## src/rtl/gwt_pkg.sv

```systemverilog
`default_nettype none
// ----------------------------------------------------------------------------
// G-code word tokeniser package
// Shared widths, codes and record types for the tokeniser datapath.
// ----------------------------------------------------------------------------
package gwt_pkg;

  localparam int FRAC_DIGITS = 3;
  localparam int MAX_DEPTH   = 255;
  localparam int VALUE_WIDTH = 32;

  localparam int SCALE       = 10 ** FRAC_DIGITS;
  localparam int FRAC_WIDTH  = $clog2(SCALE);
  localparam int FCNT_WIDTH  = $clog2(FRAC_DIGITS + 1);
  localparam int DEPTH_WIDTH = $clog2(MAX_DEPTH + 1);

  // Integer part clamps where both the value and the code are already saturated
  localparam longint VAL_ACC_LIM = ((longint'(1) << (VALUE_WIDTH - 1)) / SCALE) + 1;
  localparam longint ACC_MAX     = (VAL_ACC_LIM > 32769) ? VAL_ACC_LIM : 32769;
  localparam int ACC_WIDTH       = $clog2(ACC_MAX + 1);
  localparam int MAG_WIDTH       = $clog2((ACC_MAX + 1) * SCALE);
  localparam int CMP_WIDTH       = (MAG_WIDTH > VALUE_WIDTH) ? MAG_WIDTH : VALUE_WIDTH;

  localparam int TDATA_WIDTH = 56;

  typedef enum logic [4:0] {
    PH_IDLE = 5'b00001,
    PH_LEAD = 5'b00010,
    PH_INT  = 5'b00100,
    PH_FRAC = 5'b01000,
    PH_REST = 5'b10000
  } phase_t;

  typedef enum logic [2:0] {
    KIND_AXIS = 3'd0,
    KIND_G    = 3'd1,
    KIND_M    = 3'd2,
    KIND_OK   = 3'd3,
    KIND_FAIL = 3'd4
  } kind_t;

  typedef enum logic [1:0] {
    CLS_AXIS = 2'd0,
    CLS_G    = 2'd1,
    CLS_M    = 2'd2
  } cls_t;

  localparam logic [1:0] ERR_NONE    = 2'd0;
  localparam logic [1:0] ERR_CHAR    = 2'd1;
  localparam logic [1:0] ERR_TWO_CMD = 2'd2;

  typedef struct packed {
    logic [DEPTH_WIDTH-1:0] depth;
    logic                   word_seen;
    logic                   cmd_seen;
    phase_t                 phase;
    logic [4:0]             letter;
    cls_t                   cls;
    logic                   neg;
    logic [ACC_WIDTH-1:0]   acc;
    logic [FRAC_WIDTH-1:0]  frac;
    logic [FCNT_WIDTH-1:0]  fcnt;
    logic                   digit_seen;
    logic                   odd_seen;
    logic [1:0]             err;
  } line_state_t;

  localparam line_state_t LINE_CLEAR = '{
    depth: '0, word_seen: 1'b0, cmd_seen: 1'b0, phase: PH_IDLE, letter: 5'd0,
    cls: CLS_AXIS, neg: 1'b0, acc: '0, frac: '0, fcnt: '0, digit_seen: 1'b0,
    odd_seen: 1'b0, err: ERR_NONE
  };

  typedef struct packed {
    kind_t              kind;
    logic [4:0]         letter;
    logic signed [31:0] value;
    logic signed [15:0] code;
    logic [1:0]         err;
    logic               last;
  } result_t;

  localparam result_t RESULT_ZERO = '{
    kind: KIND_AXIS, letter: 5'd0, value: 32'sd0, code: 16'sd0, err: ERR_NONE,
    last: 1'b0
  };

  typedef struct packed {
    logic [1:0] count;
    result_t    first;
    result_t    second;
  } step_out_t;

endpackage
`default_nettype wire

```

## src/rtl/gcode_word_tokenizer.sv

```systemverilog
`default_nettype none
// ----------------------------------------------------------------------------
// G-code word tokeniser
// Splits a byte stream of G-code lines into axis words, commands and status.
// ----------------------------------------------------------------------------
// Input: one character per s_tvalid/s_tready transfer; a zero byte ends a line.
// Output: m_tuser carries the item kind, m_tdata the letter, value (thousandths),
// code and error; m_tlast marks the last result caused by one character.
// A character yields zero, one or two results; the final one on every line is
// its status (ok or failed), given on the zero byte.
// The first result of a character is offered on m_tvalid after it has passed
// the input register and then the output register.
// Throughput: one character per cycle while the receiver takes results. A character
// that yields two results fills both entries of the output register, so a following
// character that also yields two results waits; all others pass on.
// Receiver stall: the output register holds up to two results; input stays
// open while the pending character's results fit, otherwise s_tready falls.
// Reset clears the line state, the input register and the output register;
// the block is ready for a new line as soon as reset is released.
// ----------------------------------------------------------------------------
module gcode_word_tokenizer
  import gwt_pkg::*;
(
  input  logic                   clk,
  input  logic                   rst,
  input  logic                   s_tvalid,
  output logic                   s_tready,
  input  logic [7:0]             s_tdata,  // [7:0] char_byte
  output logic                   m_tvalid,
  input  logic                   m_tready,
  output logic [TDATA_WIDTH-1:0] m_tdata,  // [4:0] letter, [36:5] value, [52:37] code,
                                           // [54:53] error_code, [55] zero
  output logic [2:0]             m_tuser,  // [2:0] item_kind
  output logic                   m_tlast   // last_of_run
);

  logic        in_valid;
  logic [7:0]  in_byte;
  logic        consume;
  logic [1:0]  room;
  line_state_t state;
  line_state_t state_next;
  step_out_t   step_res;
  result_t     head;

  gwt_step u_step (
    .cur       (state),
    .char_byte (in_byte),
    .nxt       (state_next),
    .res       (step_res)
  );

  assign consume  = in_valid && (step_res.count <= room);
  assign s_tready = !in_valid || consume;

  always_ff @(posedge clk) begin
    if (rst) begin
      in_valid <= 1'b0;
      state    <= LINE_CLEAR;
    end else begin
      if (s_tvalid && s_tready) begin
        in_valid <= 1'b1;
      end else if (consume) begin
        in_valid <= 1'b0;
      end
      if (consume) begin
        state <= state_next;
      end
    end
    if (s_tvalid && s_tready) begin
      in_byte <= s_tdata;
    end
  end

  gwt_outq u_outq (
    .clk   (clk),
    .rst   (rst),
    .push  (consume),
    .wr    (step_res),
    .room  (room),
    .valid (m_tvalid),
    .head  (head),
    .ready (m_tready)
  );

  assign m_tdata = {1'b0, head.err, head.code, head.value, head.letter};
  assign m_tuser = head.kind;
  assign m_tlast = head.last;

`ifndef NO_ASSERTIONS
  a_status_last: assert property (@(posedge clk) disable iff (rst)
    (m_tvalid && ((m_tuser == KIND_OK) || (m_tuser == KIND_FAIL))) |-> m_tlast)
    else $error("status result not marked last");
  a_line_clear: assert property (@(posedge clk) disable iff (rst)
    (consume && (in_byte == 8'h00)) |=> ((state.phase == PH_IDLE) && (state.depth == '0)))
    else $error("line state not cleared at end of line");
`endif

endmodule
`default_nettype wire

```

## src/rtl/gwt_step.sv

```systemverilog
`default_nettype none
// ----------------------------------------------------------------------------
// G-code word tokeniser step logic
// Next line state and up to two results for one character.
// ----------------------------------------------------------------------------
module gwt_step
  import gwt_pkg::*;
(
  input  line_state_t cur,
  input  logic [7:0]  char_byte,
  output line_state_t nxt,
  output step_out_t   res
);

  localparam logic [7:0] CH_NUL    = 8'h00;
  localparam logic [7:0] CH_TAB    = 8'h09;
  localparam logic [7:0] CH_LF     = 8'h0A;
  localparam logic [7:0] CH_VT     = 8'h0B;
  localparam logic [7:0] CH_FF     = 8'h0C;
  localparam logic [7:0] CH_CR     = 8'h0D;
  localparam logic [7:0] CH_SPACE  = 8'h20;
  localparam logic [7:0] CH_LPAREN = 8'h28;
  localparam logic [7:0] CH_RPAREN = 8'h29;
  localparam logic [7:0] CH_STAR   = 8'h2A;
  localparam logic [7:0] CH_PLUS   = 8'h2B;
  localparam logic [7:0] CH_MINUS  = 8'h2D;
  localparam logic [7:0] CH_DOT    = 8'h2E;
  localparam logic [7:0] CH_0      = 8'h30;
  localparam logic [7:0] CH_9      = 8'h39;
  localparam logic [7:0] CH_SEMI   = 8'h3B;
  localparam logic [7:0] CH_UA     = 8'h41;
  localparam logic [7:0] CH_G      = 8'h47;
  localparam logic [7:0] CH_M      = 8'h4D;
  localparam logic [7:0] CH_N      = 8'h4E;
  localparam logic [7:0] CH_UZ     = 8'h5A;
  localparam logic [7:0] CH_LA     = 8'h61;
  localparam logic [7:0] CH_LZ     = 8'h7A;
  localparam logic [7:0] CASE_GAP  = 8'h20;

  localparam logic [4:0]            N_LETTER  = 5'(CH_N - CH_UA);
  localparam logic [DEPTH_WIDTH-1:0] DEPTH_MAX = DEPTH_WIDTH'(MAX_DEPTH);
  localparam logic [ACC_WIDTH-1:0]  ACC_SAT   = ACC_WIDTH'(ACC_MAX);
  localparam logic [FRAC_WIDTH-1:0] FRAC_HALF = FRAC_WIDTH'(5 * (SCALE / 10));
  localparam logic [FCNT_WIDTH-1:0] FCNT_FULL = FCNT_WIDTH'(FRAC_DIGITS);
  localparam logic [CMP_WIDTH-1:0]  VAL_LIM   = CMP_WIDTH'(1) << (VALUE_WIDTH - 1);
  localparam logic [ACC_WIDTH:0]    CODE_NEG_LIM = (ACC_WIDTH + 1)'(32768);
  localparam logic [ACC_WIDTH:0]    CODE_POS_LIM = (ACC_WIDTH + 1)'(32767);

  function automatic int pow10(input int e);
    int p;
    p = 1;
    for (int i = 0; i < e; i++) p = p * 10;
    return p;
  endfunction

  function automatic logic [FRAC_WIDTH-1:0] frac_weight(input logic [FCNT_WIDTH-1:0] n);
    logic [FRAC_WIDTH-1:0] w;
    w = '0;
    for (int i = 0; i < FRAC_DIGITS; i++) begin
      if (n == FCNT_WIDTH'(i)) w = FRAC_WIDTH'(pow10(FRAC_DIGITS - 1 - i));
    end
    return w;
  endfunction

  function automatic line_state_t clear_number(input line_state_t s);
    line_state_t r;
    r            = s;
    r.neg        = 1'b0;
    r.acc        = '0;
    r.frac       = '0;
    r.fcnt       = '0;
    r.digit_seen = 1'b0;
    r.odd_seen   = 1'b0;
    return r;
  endfunction

  logic                    is_digit;
  logic                    is_ws;
  logic                    is_odd_ws;
  logic                    is_upper;
  logic                    is_lower;
  logic                    is_sign;
  logic [3:0]              dig;
  logic [7:0]              up_char;
  logic [ACC_WIDTH+3:0]    acc_mul;
  logic [ACC_WIDTH-1:0]    acc_next;
  logic [FRAC_WIDTH-1:0]   frac_add;
  logic [MAG_WIDTH-1:0]    mag;
  logic [CMP_WIDTH-1:0]    mag_c;
  logic [CMP_WIDTH-1:0]    val_sat;
  logic [ACC_WIDTH:0]      cm;
  logic [15:0]             cm_sat;
  logic signed [31:0]      word_value;
  logic signed [15:0]      word_code;
  line_state_t             st;
  logic                    num_v;
  logic                    end_v;
  logic                    go_top;
  logic                    go_rest;
  result_t                 num_r;
  result_t                 end_r;

  assign is_digit  = (char_byte >= CH_0) && (char_byte <= CH_9);
  assign is_ws     = (char_byte == CH_SPACE) || (char_byte == CH_TAB) ||
                     (char_byte == CH_LF) || (char_byte == CH_CR);
  assign is_odd_ws = (char_byte == CH_VT) || (char_byte == CH_FF);
  assign is_upper  = (char_byte >= CH_UA) && (char_byte <= CH_UZ);
  assign is_lower  = (char_byte >= CH_LA) && (char_byte <= CH_LZ);
  assign is_sign   = (char_byte == CH_PLUS) || (char_byte == CH_MINUS);
  assign dig       = 4'(char_byte - CH_0);
  assign up_char   = is_lower ? (char_byte - CASE_GAP) : char_byte;

  // acc * 10 + digit, clamped
  assign acc_mul  = ((ACC_WIDTH + 4)'(cur.acc) << 3) + ((ACC_WIDTH + 4)'(cur.acc) << 1) +
                    (ACC_WIDTH + 4)'(dig);
  assign acc_next = (acc_mul > (ACC_WIDTH + 4)'(ACC_SAT)) ? ACC_SAT : acc_mul[ACC_WIDTH-1:0];
  assign frac_add = FRAC_WIDTH'(FRAC_WIDTH'(dig) * frac_weight(cur.fcnt));

  // Word value in fixed point, saturated
  assign mag     = MAG_WIDTH'(cur.acc) * MAG_WIDTH'(SCALE) + MAG_WIDTH'(cur.frac);
  assign mag_c   = CMP_WIDTH'(mag);
  assign val_sat = cur.neg ? ((mag_c > VAL_LIM) ? VAL_LIM : mag_c)
                           : ((mag_c > (VAL_LIM - 1'b1)) ? (VAL_LIM - 1'b1) : mag_c);
  assign word_value = 32'(cur.neg ? (CMP_WIDTH'(0) - val_sat) : val_sat);

  // Command code, rounded half away from zero
  assign cm        = (ACC_WIDTH + 1)'(cur.acc) + (ACC_WIDTH + 1)'(cur.frac >= FRAC_HALF);
  assign cm_sat    = cur.neg ? ((cm > CODE_NEG_LIM) ? CODE_NEG_LIM[15:0] : cm[15:0])
                             : ((cm > CODE_POS_LIM) ? CODE_POS_LIM[15:0] : cm[15:0]);
  assign word_code = cur.neg ? -$signed(cm_sat) : $signed(cm_sat);

  always_comb begin
    st      = cur;
    num_v   = 1'b0;
    end_v   = 1'b0;
    go_top  = 1'b0;
    go_rest = 1'b0;
    num_r   = RESULT_ZERO;
    end_r   = RESULT_ZERO;

    unique case (cur.phase)
      PH_IDLE: go_top = 1'b1;
      PH_REST: go_rest = 1'b1;
      default: begin
        if ((cur.phase == PH_LEAD) && (is_ws || is_odd_ws)) begin
          if (is_odd_ws) st.odd_seen = 1'b1;
        end else if ((cur.phase == PH_LEAD) && is_sign) begin
          st.neg   = (char_byte == CH_MINUS);
          st.phase = PH_INT;
        end else if (is_digit) begin
          if (cur.phase == PH_FRAC) begin
            if (cur.fcnt < FCNT_FULL) begin
              st.frac = cur.frac + frac_add;
              st.fcnt = cur.fcnt + 1'b1;
            end
          end else begin
            st.acc   = acc_next;
            st.phase = PH_INT;
          end
          st.digit_seen = 1'b1;
        end else if ((char_byte == CH_DOT) && (cur.phase != PH_FRAC)) begin
          st.phase = PH_FRAC;
        end else if (cur.digit_seen) begin
          st.phase = PH_IDLE;
          if (cur.cls != CLS_AXIS) begin
            if (cur.cmd_seen) begin
              st.err   = ERR_TWO_CMD;
              st.phase = PH_REST;
            end else begin
              st.cmd_seen  = 1'b1;
              st.word_seen = 1'b1;
              num_v        = 1'b1;
              num_r.kind   = (cur.cls == CLS_G) ? KIND_G : KIND_M;
              num_r.letter = cur.letter;
              num_r.code   = word_code;
            end
          end else if ((cur.letter == N_LETTER) && !cur.word_seen) begin
            st.word_seen = 1'b1;
          end else begin
            st.word_seen = 1'b1;
            num_v        = 1'b1;
            num_r.letter = cur.letter;
            num_r.value  = word_value;
          end
          st = clear_number(st);
          if (st.phase == PH_REST) go_rest = 1'b1;
          else go_top = 1'b1;
        end else begin
          // bare letter reads zero
          num_v        = 1'b1;
          num_r.letter = cur.letter;
          st           = clear_number(st);
          if ((cur.phase != PH_LEAD) || cur.odd_seen) begin
            st.err   = ERR_CHAR;
            st.phase = PH_REST;
            go_rest  = 1'b1;
          end else begin
            st.phase = PH_IDLE;
            go_top   = 1'b1;
          end
        end
      end
    endcase

    if ((go_top || go_rest) && (char_byte == CH_NUL)) begin
      end_v      = 1'b1;
      end_r.kind = (st.err != ERR_NONE) ? KIND_FAIL : KIND_OK;
      end_r.err  = st.err;
      st         = LINE_CLEAR;
    end else if (go_top) begin
      priority if ((char_byte == CH_SEMI) || ((char_byte == CH_STAR) && (st.depth == '0))) begin
        st.phase = PH_REST;
      end else if (char_byte == CH_LPAREN) begin
        if (st.depth < DEPTH_MAX) st.depth = st.depth + 1'b1;
      end else if (char_byte == CH_RPAREN) begin
        if (st.depth != '0) st.depth = st.depth - 1'b1;
      end else if ((st.depth != '0) || is_ws) begin
        st.phase = st.phase;
      end else if (is_upper || is_lower) begin
        st        = clear_number(st);
        st.letter = 5'(up_char - CH_UA);
        st.cls    = (up_char == CH_G) ? CLS_G : ((up_char == CH_M) ? CLS_M : CLS_AXIS);
        st.phase  = PH_LEAD;
      end else begin
        st.err   = ERR_CHAR;
        st.phase = PH_REST;
      end
    end

    nxt              = st;
    res.count        = 2'(num_v) + 2'(end_v);
    res.first        = num_v ? num_r : end_r;
    res.first.last   = !(num_v && end_v);
    res.second       = end_r;
    res.second.last  = 1'b1;
  end

endmodule
`default_nettype wire

```

## src/rtl/gwt_outq.sv

```systemverilog
`default_nettype none
// ----------------------------------------------------------------------------
// G-code word tokeniser result queue
// Two-entry output register; takes up to two results, hands out one a cycle while ready is high.
// ----------------------------------------------------------------------------
module gwt_outq
  import gwt_pkg::*;
(
  input  logic      clk,
  input  logic      rst,
  input  logic      push,
  input  step_out_t wr,
  output logic [1:0] room,
  output logic      valid,
  output result_t   head,
  input  logic      ready
);

  logic [1:0] cnt;
  logic [1:0] cnt_next;
  logic [1:0] kept;
  logic       pop;
  result_t    slot0;
  result_t    slot1;
  result_t    slot0_next;
  result_t    slot1_next;

  assign valid = (cnt != 2'd0);
  assign head  = slot0;
  assign pop   = valid && ready;
  assign kept  = cnt - 2'(pop);
  assign room  = 2'd2 - kept;

  always_comb begin
    slot0_next = pop ? slot1 : slot0;
    slot1_next = slot1;
    cnt_next   = kept;
    if (push && (wr.count != 2'd0)) begin
      cnt_next = kept + wr.count;
      if (kept == 2'd0) begin
        slot0_next = wr.first;
        slot1_next = wr.second;
      end else begin
        slot1_next = wr.first;
      end
    end
  end

  always_ff @(posedge clk) begin
    if (rst) begin
      cnt <= 2'd0;
    end else begin
      cnt <= cnt_next;
    end
    slot0 <= slot0_next;
    slot1 <= slot1_next;
  end

`ifndef NO_ASSERTIONS
  a_cnt_bound: assert property (@(posedge clk) disable iff (rst) cnt <= 2'd2)
    else $error("result queue overfilled");
  a_pair_order: assert property (@(posedge clk) disable iff (rst)
    ((cnt == 2'd2) && !slot0.last) |-> slot1.last)
    else $error("first result of a pair not followed by its final one");
`endif

endmodule
`default_nettype wire
```

## config.mk

```make
export PLATFORM = sky130hd
export DESIGN_NAME = gcode_word_tokenizer
export DESIGN_NICKNAME = d
export VERILOG_FILES = /design/src/rtl/gwt_pkg.sv /design/src/rtl/gcode_word_tokenizer.sv /design/src/rtl/gwt_step.sv /design/src/rtl/gwt_outq.sv
export SDC_FILE = /design/constraint.sdc
export NUM_CORES = 1
export LEC_CHECK = 0
export BUFFER_PORTS_ARGS = -buffer_cell sky130_fd_sc_hd__buf_2
export CAP_MARGIN = 20
export CORE_MARGIN = 2
export CORE_UTILIZATION = 50
export CTS_CLUSTER_SIZE = 24
export DETAILED_ROUTE_END_ITERATION = 10
export PLACE_DENSITY = 0.77
export SYNTH_ARGS = -nofsm -noshare
export SYNTH_HDL_FRONTEND = slang
export SYNTH_SLANG_ARGS = --single-unit
```

## constraint.sdc

```tcl
create_clock -name clk -period 9.1 [get_ports clk]
set_clock_uncertainty 0.05 [all_clocks]
set_input_delay 0.91 -clock clk [delete_from_list [all_inputs] [get_ports clk]]
set_output_delay 0.91 -clock clk [all_outputs]
set_load 0.02 [all_outputs]
```

==> results of run 1 <==
==> per-layer routing <==
layer / vias to the layer above / global-route usage, % / share of wire, % / wire length (µm)
li1: 7482 / - / - / -
met1: 7354 / 33.34 / 44 / 20370
met2: 564 / 42.18 / 48 / 22240
met3: 92 / 3.764 / 6.2 / 2901
met4: 0 / 7.164 / 2.6 / 1238
met5: - / 0 / 0 / 0
==> through the flow <==
step | util (%) | std cells | total power (W) | hold slack, ns | instance area (µm²)
floorplan | - | 2073 | 0.002047 | 0.3984 | 17840
global placement | 52.54 | 2536 | 0.002366 | 0.4255 | 18550
detailed placement | 52.54 | 2536 | 0.002398 | 0.4349 | 18550
CTS | 54.30 | 2568 | 0.003182 | 0.4441 | 19170
global route | 54.35 | 2570 | 0.003364 | 0.4736 | 19190
finish | 54.35 | 2570 | 0.003187 | 0.4479 | 19190
==> cell usage after synthesis, drive strengths merged, types with 33 or more instances <==
| master | instances |
|---|---|
| xor2 | 33 |
| edfxtp | 67 |
| o21ai | 129 |
| nor2 | 188 |
| a21oi | 111 |
| mux2i | 40 |
| fa | 95 |
| inv | 182 |
| clkbuf | 63 |
| dfxtp | 123 |
| ha | 159 |
| nand2 | 149 |
| xnor2 | 77 |
| nand3 | 72 |
| nor3 | 60 |
==> worst min-delay path, cell delays in order, from the launching register on <==
cell and delay [ns]:
dfxtp_1 0.34, nand2_1 0.06, a21oi_1 0.05
==> how the worst min path moves through the flow <==
stage	to	slack, ns	depth (start not counted)
floorplan	state[39]	0.40	2
global placement	state[60]	0.43	2
detailed placement	state[39]	0.43	2
CTS	state[39]	0.44	2
global route	state[48]	0.47	2
finish	state[39]	0.45	2
==> flip-flops by register name, summed over array words and instances, names as in the netlist <==
register      flops
u_outq.cnt        2
u_outq.head      59
state            61
u_outq.slot1     59
in_valid          1
in_byte           8
==> cells by family (layout without fill, tap and decap cells) <==
family	count (synthesis)	count (layout)	synth area share (%)
AO/OA/AOI/OAI	511	511	18.88
multiplexers	71	71	4.202
other	1	1	0.02102
buffers and inverters	267	303	5.815
AND/OR/NAND/NOR	669	669	18.67
adder cells (fa/ha/maj)	254	254	21.82
flip-flops	190	190	25.08
XOR/XNOR	110	110	5.506
==> area by class of cell <==
class / instances / area (µm²)
Inverter: 182 / 683.2
Multi-Input combinational cell: 1616 / 12340
Tap cell: 461 / 576.8
Sequential cell: 190 / 4476
Fill cell: 3150 / 16120
Clock inverter: 13 / 170.2
Timing Repair Buffer: 89 / 485.5
Clock buffer: 19 / 454.2
==> timing repair <==
action,in CTS,in global routing
setup buffers,0,0
setup endpoints to repair,0,1
resized for setup,0,1
==> power breakdown <==
| group | leakage, nW | switching (W) | total (W) | internal [W] |
|---|---|---|---|---|
| Sequential | 1.63 | 0.0000977 | 0.00118 | 0.00108 |
| Clock | 0.297 | 0.000377 | 0.000789 | 0.000412 |
| Combinational | 6.61 | 0.000796 | 0.00122 | 0.000425 |
| Total | 8.54 | 0.00127 | 0.00319 | 0.00192 |
==> results_dict.tcl, run 1 <==
set metrics [dict create \
    status "complete, no violations" \
    ys_async_sr_fraction_pct 0 \
    ff2ff_setup_slack_ns 0.67 \
    reg2regPathDepth 23 \
    nets 2362 \
    path_cells "inv_1, fa_1, fa_1, fa_1, fa_1, inv_1, ha_1, a21oi_1, o21ai_0, a22oi_1, mux2i_1, nand2_1, or4_4, nor4_2, mux2i_1, nand2_1, a41o_2, a21oi_1, ha_2, o21ai_0, a2111oi_2, nor3b_1, nor4_1" \
    syn2layout_area_growth_pct 7.583 \
    dr.pass1.iters 6 \
    synth_edf_count 67 \
    place.gp.congestion 0.9950 \
    layout_common_cells "187 x nor2_1, 182 x inv_1, 158 x ha_1" \
    synth_top_area_cell "dfxtp_1" \
    hold_buffers 0 \
    track_usage_pct 25.07 \
    setup.worst_path.class "flip-flop to flip-flop" \
    path_depth 23 \
    worstHoldStart "state[39]" \
    wl_um 46750 \
    yosysTopAreaCellShare_pct 13.80 \
    cts_tree "yes" \
    finalSetupTns_ns 0 \
    dp_hpwl_um 36360 \
    r2r_start "state[21]" \
    die_h_um 192.9 \
    path_clk_slew_ns 0.08 \
    io_buffer_count 72 \
    ant_nets 0 \
    rsz0062_at_grt "no" \
    netlist_instances 2073 \
    period_share_pct 92.60 \
    setup_slack_ns 0.6735 \
    crit_fanout 17 \
    grt_max_degree 64 \
    cp.required_ns 9.22 \
    endpoint "u_outq.slot1[49]" \
    cp_top_family "adder cells" \
    antenna_found_initial 0 \
    relSlewSlack_pct 33.76 \
    critPathBufInv 2 \
    grt_overflow 0 \
    worstPathArrival_ns 8.55 \
    cts_made_buffers 17 \
    yosys_warnings 0 \
    initial_utilization_pct 50.52 \
    h-tree-depth 4 \
    setup.worst_path.start "state[21]" \
    vias 15492 \
    cts_sinks 190 \
    slew_violations 0 \
    dp_slack_ns 0.6116 \
    rows 69 \
    worst_pin_slew_ns 0.9936 \
    final_common_cell "nor2_1" \
    core-area_mm2 0.03531 \
    ys_top_cells_by_area "dfxtp_1 14%, edfxtp_1 11%, ha_1 11%" \
    finalHoldViolations 0 \
    hp-class "flip-flop to flip-flop" \
    synth_nets 2339 \
    cpMostUsedCell "fa_1" \
    avgSynthCellArea_um2 8.604 \
    synthFlopType "dfxtp_1" \
    cp-end-kind "flip-flop" \
    power_density_mw_per_mm2 166.1 \
    critPathLaunchType "flip-flop" \
    die_w_um 192.9 \
    setup_viol_count_final 0 \
    period_minus_slack_ns 8.426 \
    ioPinCount 74 \
    ir_drop_mv 0.1660 \
    p_leak_nw 8.541 \
    synth_area_mm2 0.01784 \
    cpMaxStageDelayCell "fa_1" \
    reg2reg_to "u_outq.slot1[49]" \
    fmax_ghz 0.1187 \
    clk_path_buf_depth 2 \
    seq_area_frac_synth_pct 25.08 \
    wl_per_cell_um 18.19 \
    antenna_cells 0 \
    clock_latency_ns 0.45 \
    drc_errors 0 \
    drt_iter0_markers 1521 \
    grt_pass1_wl_um 74930 \
    synth.distinct_cells 90 \
    drv_cap 0 \
    dieArea_mm2 0.03720 \
    viasPerCell 6.028 \
    ys_seq_elements 190 \
    cts_root_buffer "clkbuf_16" \
    cpPeakStageDelay_ns 0.61 \
    drive_above_1_share_pct 9.151 \
    grt_pass1_vias 14479 \
]
Note: power is estimated with default switching activity, not from simulation.
==> run 2: changes to the inputs <==
--- a/config.mk
+++ b/config.mk
@@ -7,11 +7,13 @@
 export LEC_CHECK = 0
 export BUFFER_PORTS_ARGS = -buffer_cell sky130_fd_sc_hd__buf_2
 export CAP_MARGIN = 20
+export CELL_PAD_IN_SITES_DETAIL_PLACEMENT = 1
+export CELL_PAD_IN_SITES_GLOBAL_PLACEMENT = 2
 export CORE_MARGIN = 2
-export CORE_UTILIZATION = 50
+export CORE_UTILIZATION = 40
 export CTS_CLUSTER_SIZE = 24
 export DETAILED_ROUTE_END_ITERATION = 10
-export PLACE_DENSITY = 0.77
+export PLACE_DENSITY = 0.92
 export SYNTH_ARGS = -nofsm -noshare
 export SYNTH_HDL_FRONTEND = slang
 export SYNTH_SLANG_ARGS = --single-unit
==> run 2 against run 1 <==
  * Register-to-register slack got worse by 0.15 ns
  * Largest cell class unchanged
  * First-iteration DRC count decreased by 41%
  * Clock power about the same
  * Sequential share of layout area decreased by 0.23 points
  * Core utilization decreased by 10 points
  * Non-clock buffer count increased by 3
  * Highest routed layer unchanged
  * Via count increased by 0.57%
  * Worst setup slack got worse by 0.15 ns
==> results_dict.tcl, run 2 (synthesized netlist as in run 1, its figures left out) <==
set metrics [dict create \
    ant_nets 0 \
    period_share_pct 94.22 \
    rsz0062_at_grt "no" \
    setup.worst_path.class "flip-flop to flip-flop" \
    drt_iter0_markers 902 \
    final_common_cell "nor2_1" \
    layout_common_cells "187 x nor2_1, 182 x inv_1, 158 x ha_1" \
    die_h_um 215.2 \
    p_sw_share_pct 40.86 \
    wl_per_cell_um 20.35 \
    seqCellArea_mm2 0.004476 \
    status "complete, no violations" \
    ir_drop_mv 0.1261 \
    fmax_ghz 0.1166 \
    comb_power_share_pct 38.5 \
    clk_path_buf_depth 2 \
    timing.hold.ws_ns 0.4460 \
    largest_reg_flops 61 \
    die_w_um 215.2 \
    io_buffer_count 72 \
    cpPeakStageDelay_ns 0.55 \
    h-tree-depth 4 \
    drv_cap 0 \
    place.gp.congestion 0.8970 \
    worst_pin_slew_ns 1.053 \
    crit_fanout 20 \
    cp.required_ns 9.42 \
    cpMaxStageDelayCell "fa_1" \
    top_register "state" \
    hold_buffers 0 \
    cp-end-kind "flip-flop" \
    setup_slack_ns 0.5258 \
    ioPinCount 74 \
    nets 2365 \
    antenna_cells 0 \
    multi_input_area_mm2 0.01235 \
    grt_pass1_vias 16531 \
    period_minus_slack_ns 8.574 \
    syn2layout_area_growth_pct 8.642 \
    rows 77 \
    dp_hpwl_um 43600 \
    viasPerCell 5.762 \
    switching_power_w 0.001315 \
    clock_latency_ns 0.48 \
    power.internal_w 0.001903 \
    drc_errors 0 \
    finalSetupTns_ns 0 \
    path_clk_slew_ns 0.08 \
    core-area_mm2 0.04412 \
    power_density_mw_per_mm2 166.1 \
    grt_pass1_wl_um 89610 \
    fill_cells 5317 \
    cts_sinks 190 \
    vias 15580 \
    grt_max_degree 65 \
    pwr-share-clk_pct 24.6 \
    dieArea_mm2 0.04630 \
    antenna_found_initial 2 \
    slew_violations 0 \
    track_usage_pct 23.85 \
    initial_utilization_pct 40.42 \
    critPathLaunchType "flip-flop" \
    power_frac_seq_pct 36.9 \
    cts_tree "yes" \
    grt_overflow 0 \
    finalPower_w 0.003218 \
    post_cts_resized 0 \
    dp_slack_ns 0.3788 \
    post-cts-setup-buffers 0 \
    wl_um 55020 \
    worstPathArrival_ns 8.89 \
    cts_root_buffer "clkbuf_16" \
    finalHoldViolations 0 \
    p_leak_nw 8.558 \
    drive_above_1_share_pct 9.375 \
    dr.pass1.iters 5 \
    hp-class "flip-flop to flip-flop" \
    setup_viol_count_final 0 \
    relSlewSlack_pct 29.81 \
    cts_made_buffers 17 \
]
==> run 2: changes by cell type in the layout (fill, tap and decap cells not counted), sizes merged <==
cell | before | now
clkinv | 4 | 6
buf | 88 | 92
clkinvlp | 2 | 1
inv | 188 | 189
clkbuf | 20 | 17
==> run 2: per-layer routing <==
| metal | track usage [%] | vias up | share of wire, % |
|---|---|---|---|
| li1 | - | 7462 | - |
| met3 | 2.562 | 91 | 2.9 |
| met4 | 8.230 | 0 | 2.9 |
| met2 | 42.03 | 280 | 50 |
| met5 | 0 | - | 0 |
| met1 | 30.26 | 7747 | 45 |
==> run 2: metrics by stage <==
stage | utilization, % | cell area [µm²] | instances
4_1_cts | 43.86 | 19350 | 2702
3_3_place_gp | 42.45 | 18730 | 2669
2_1_floorplan | - | 17840 | 2073
3_5_place_dp | 42.46 | 18740 | 2670
5_1_grt | 43.92 | 19380 | 2704
6_report | 43.92 | 19380 | 2704
==> run 2: area by class of cell <==
type                    count  area share [%]
well taps                 592           3.822
multi-input cells        1616           63.74
repair buffers             92           2.634
flip-flops and latches    190           23.10
clock buffers              17           2.195
clock inverters            15          0.9879
inverters                 182           3.525
==> run 2: final timing paths <==
check / slack (ns) / to / from / depth (start not counted)
setup reg to reg: 0.53 / u_outq.head[49] / state[29] / 26
hold / removal: 0.45 / state[60] / state[60] / 2
setup / recovery: 0.53 / u_outq.head[49] / state[29] / 26
hold reg to reg: 0.45 / state[60] / state[60] / 2
==> run 2: worst max-delay path: cells and delay by family, from the launching register on <==
| kind | cells | cell delay, ns |
|---|---|---|
| simple gates | 6 | 1.34 |
| fa+ha+maj | 6 | 2.96 |
| buf+inv | 5 | 0.61 |
| flops | 1 | 0.49 |
| compound gates | 9 | 3.01 |
==> run 2: power groups by stage <==
| stage | clock network, W | registers [W] | logic, W |
|---|---|---|---|
| finish | 0.000792 | 0.00119 | 0.00124 |
| global route | 0.000835 | 0.00121 | 0.00137 |
| CTS | 0.000811 | 0.00119 | 0.00124 |
| detailed placement | 0 | 0.00121 | 0.00123 |
| global placement | 0 | 0.00120 | 0.00120 |
| floorplan | 0 | 0.00129 | 0.000755 |
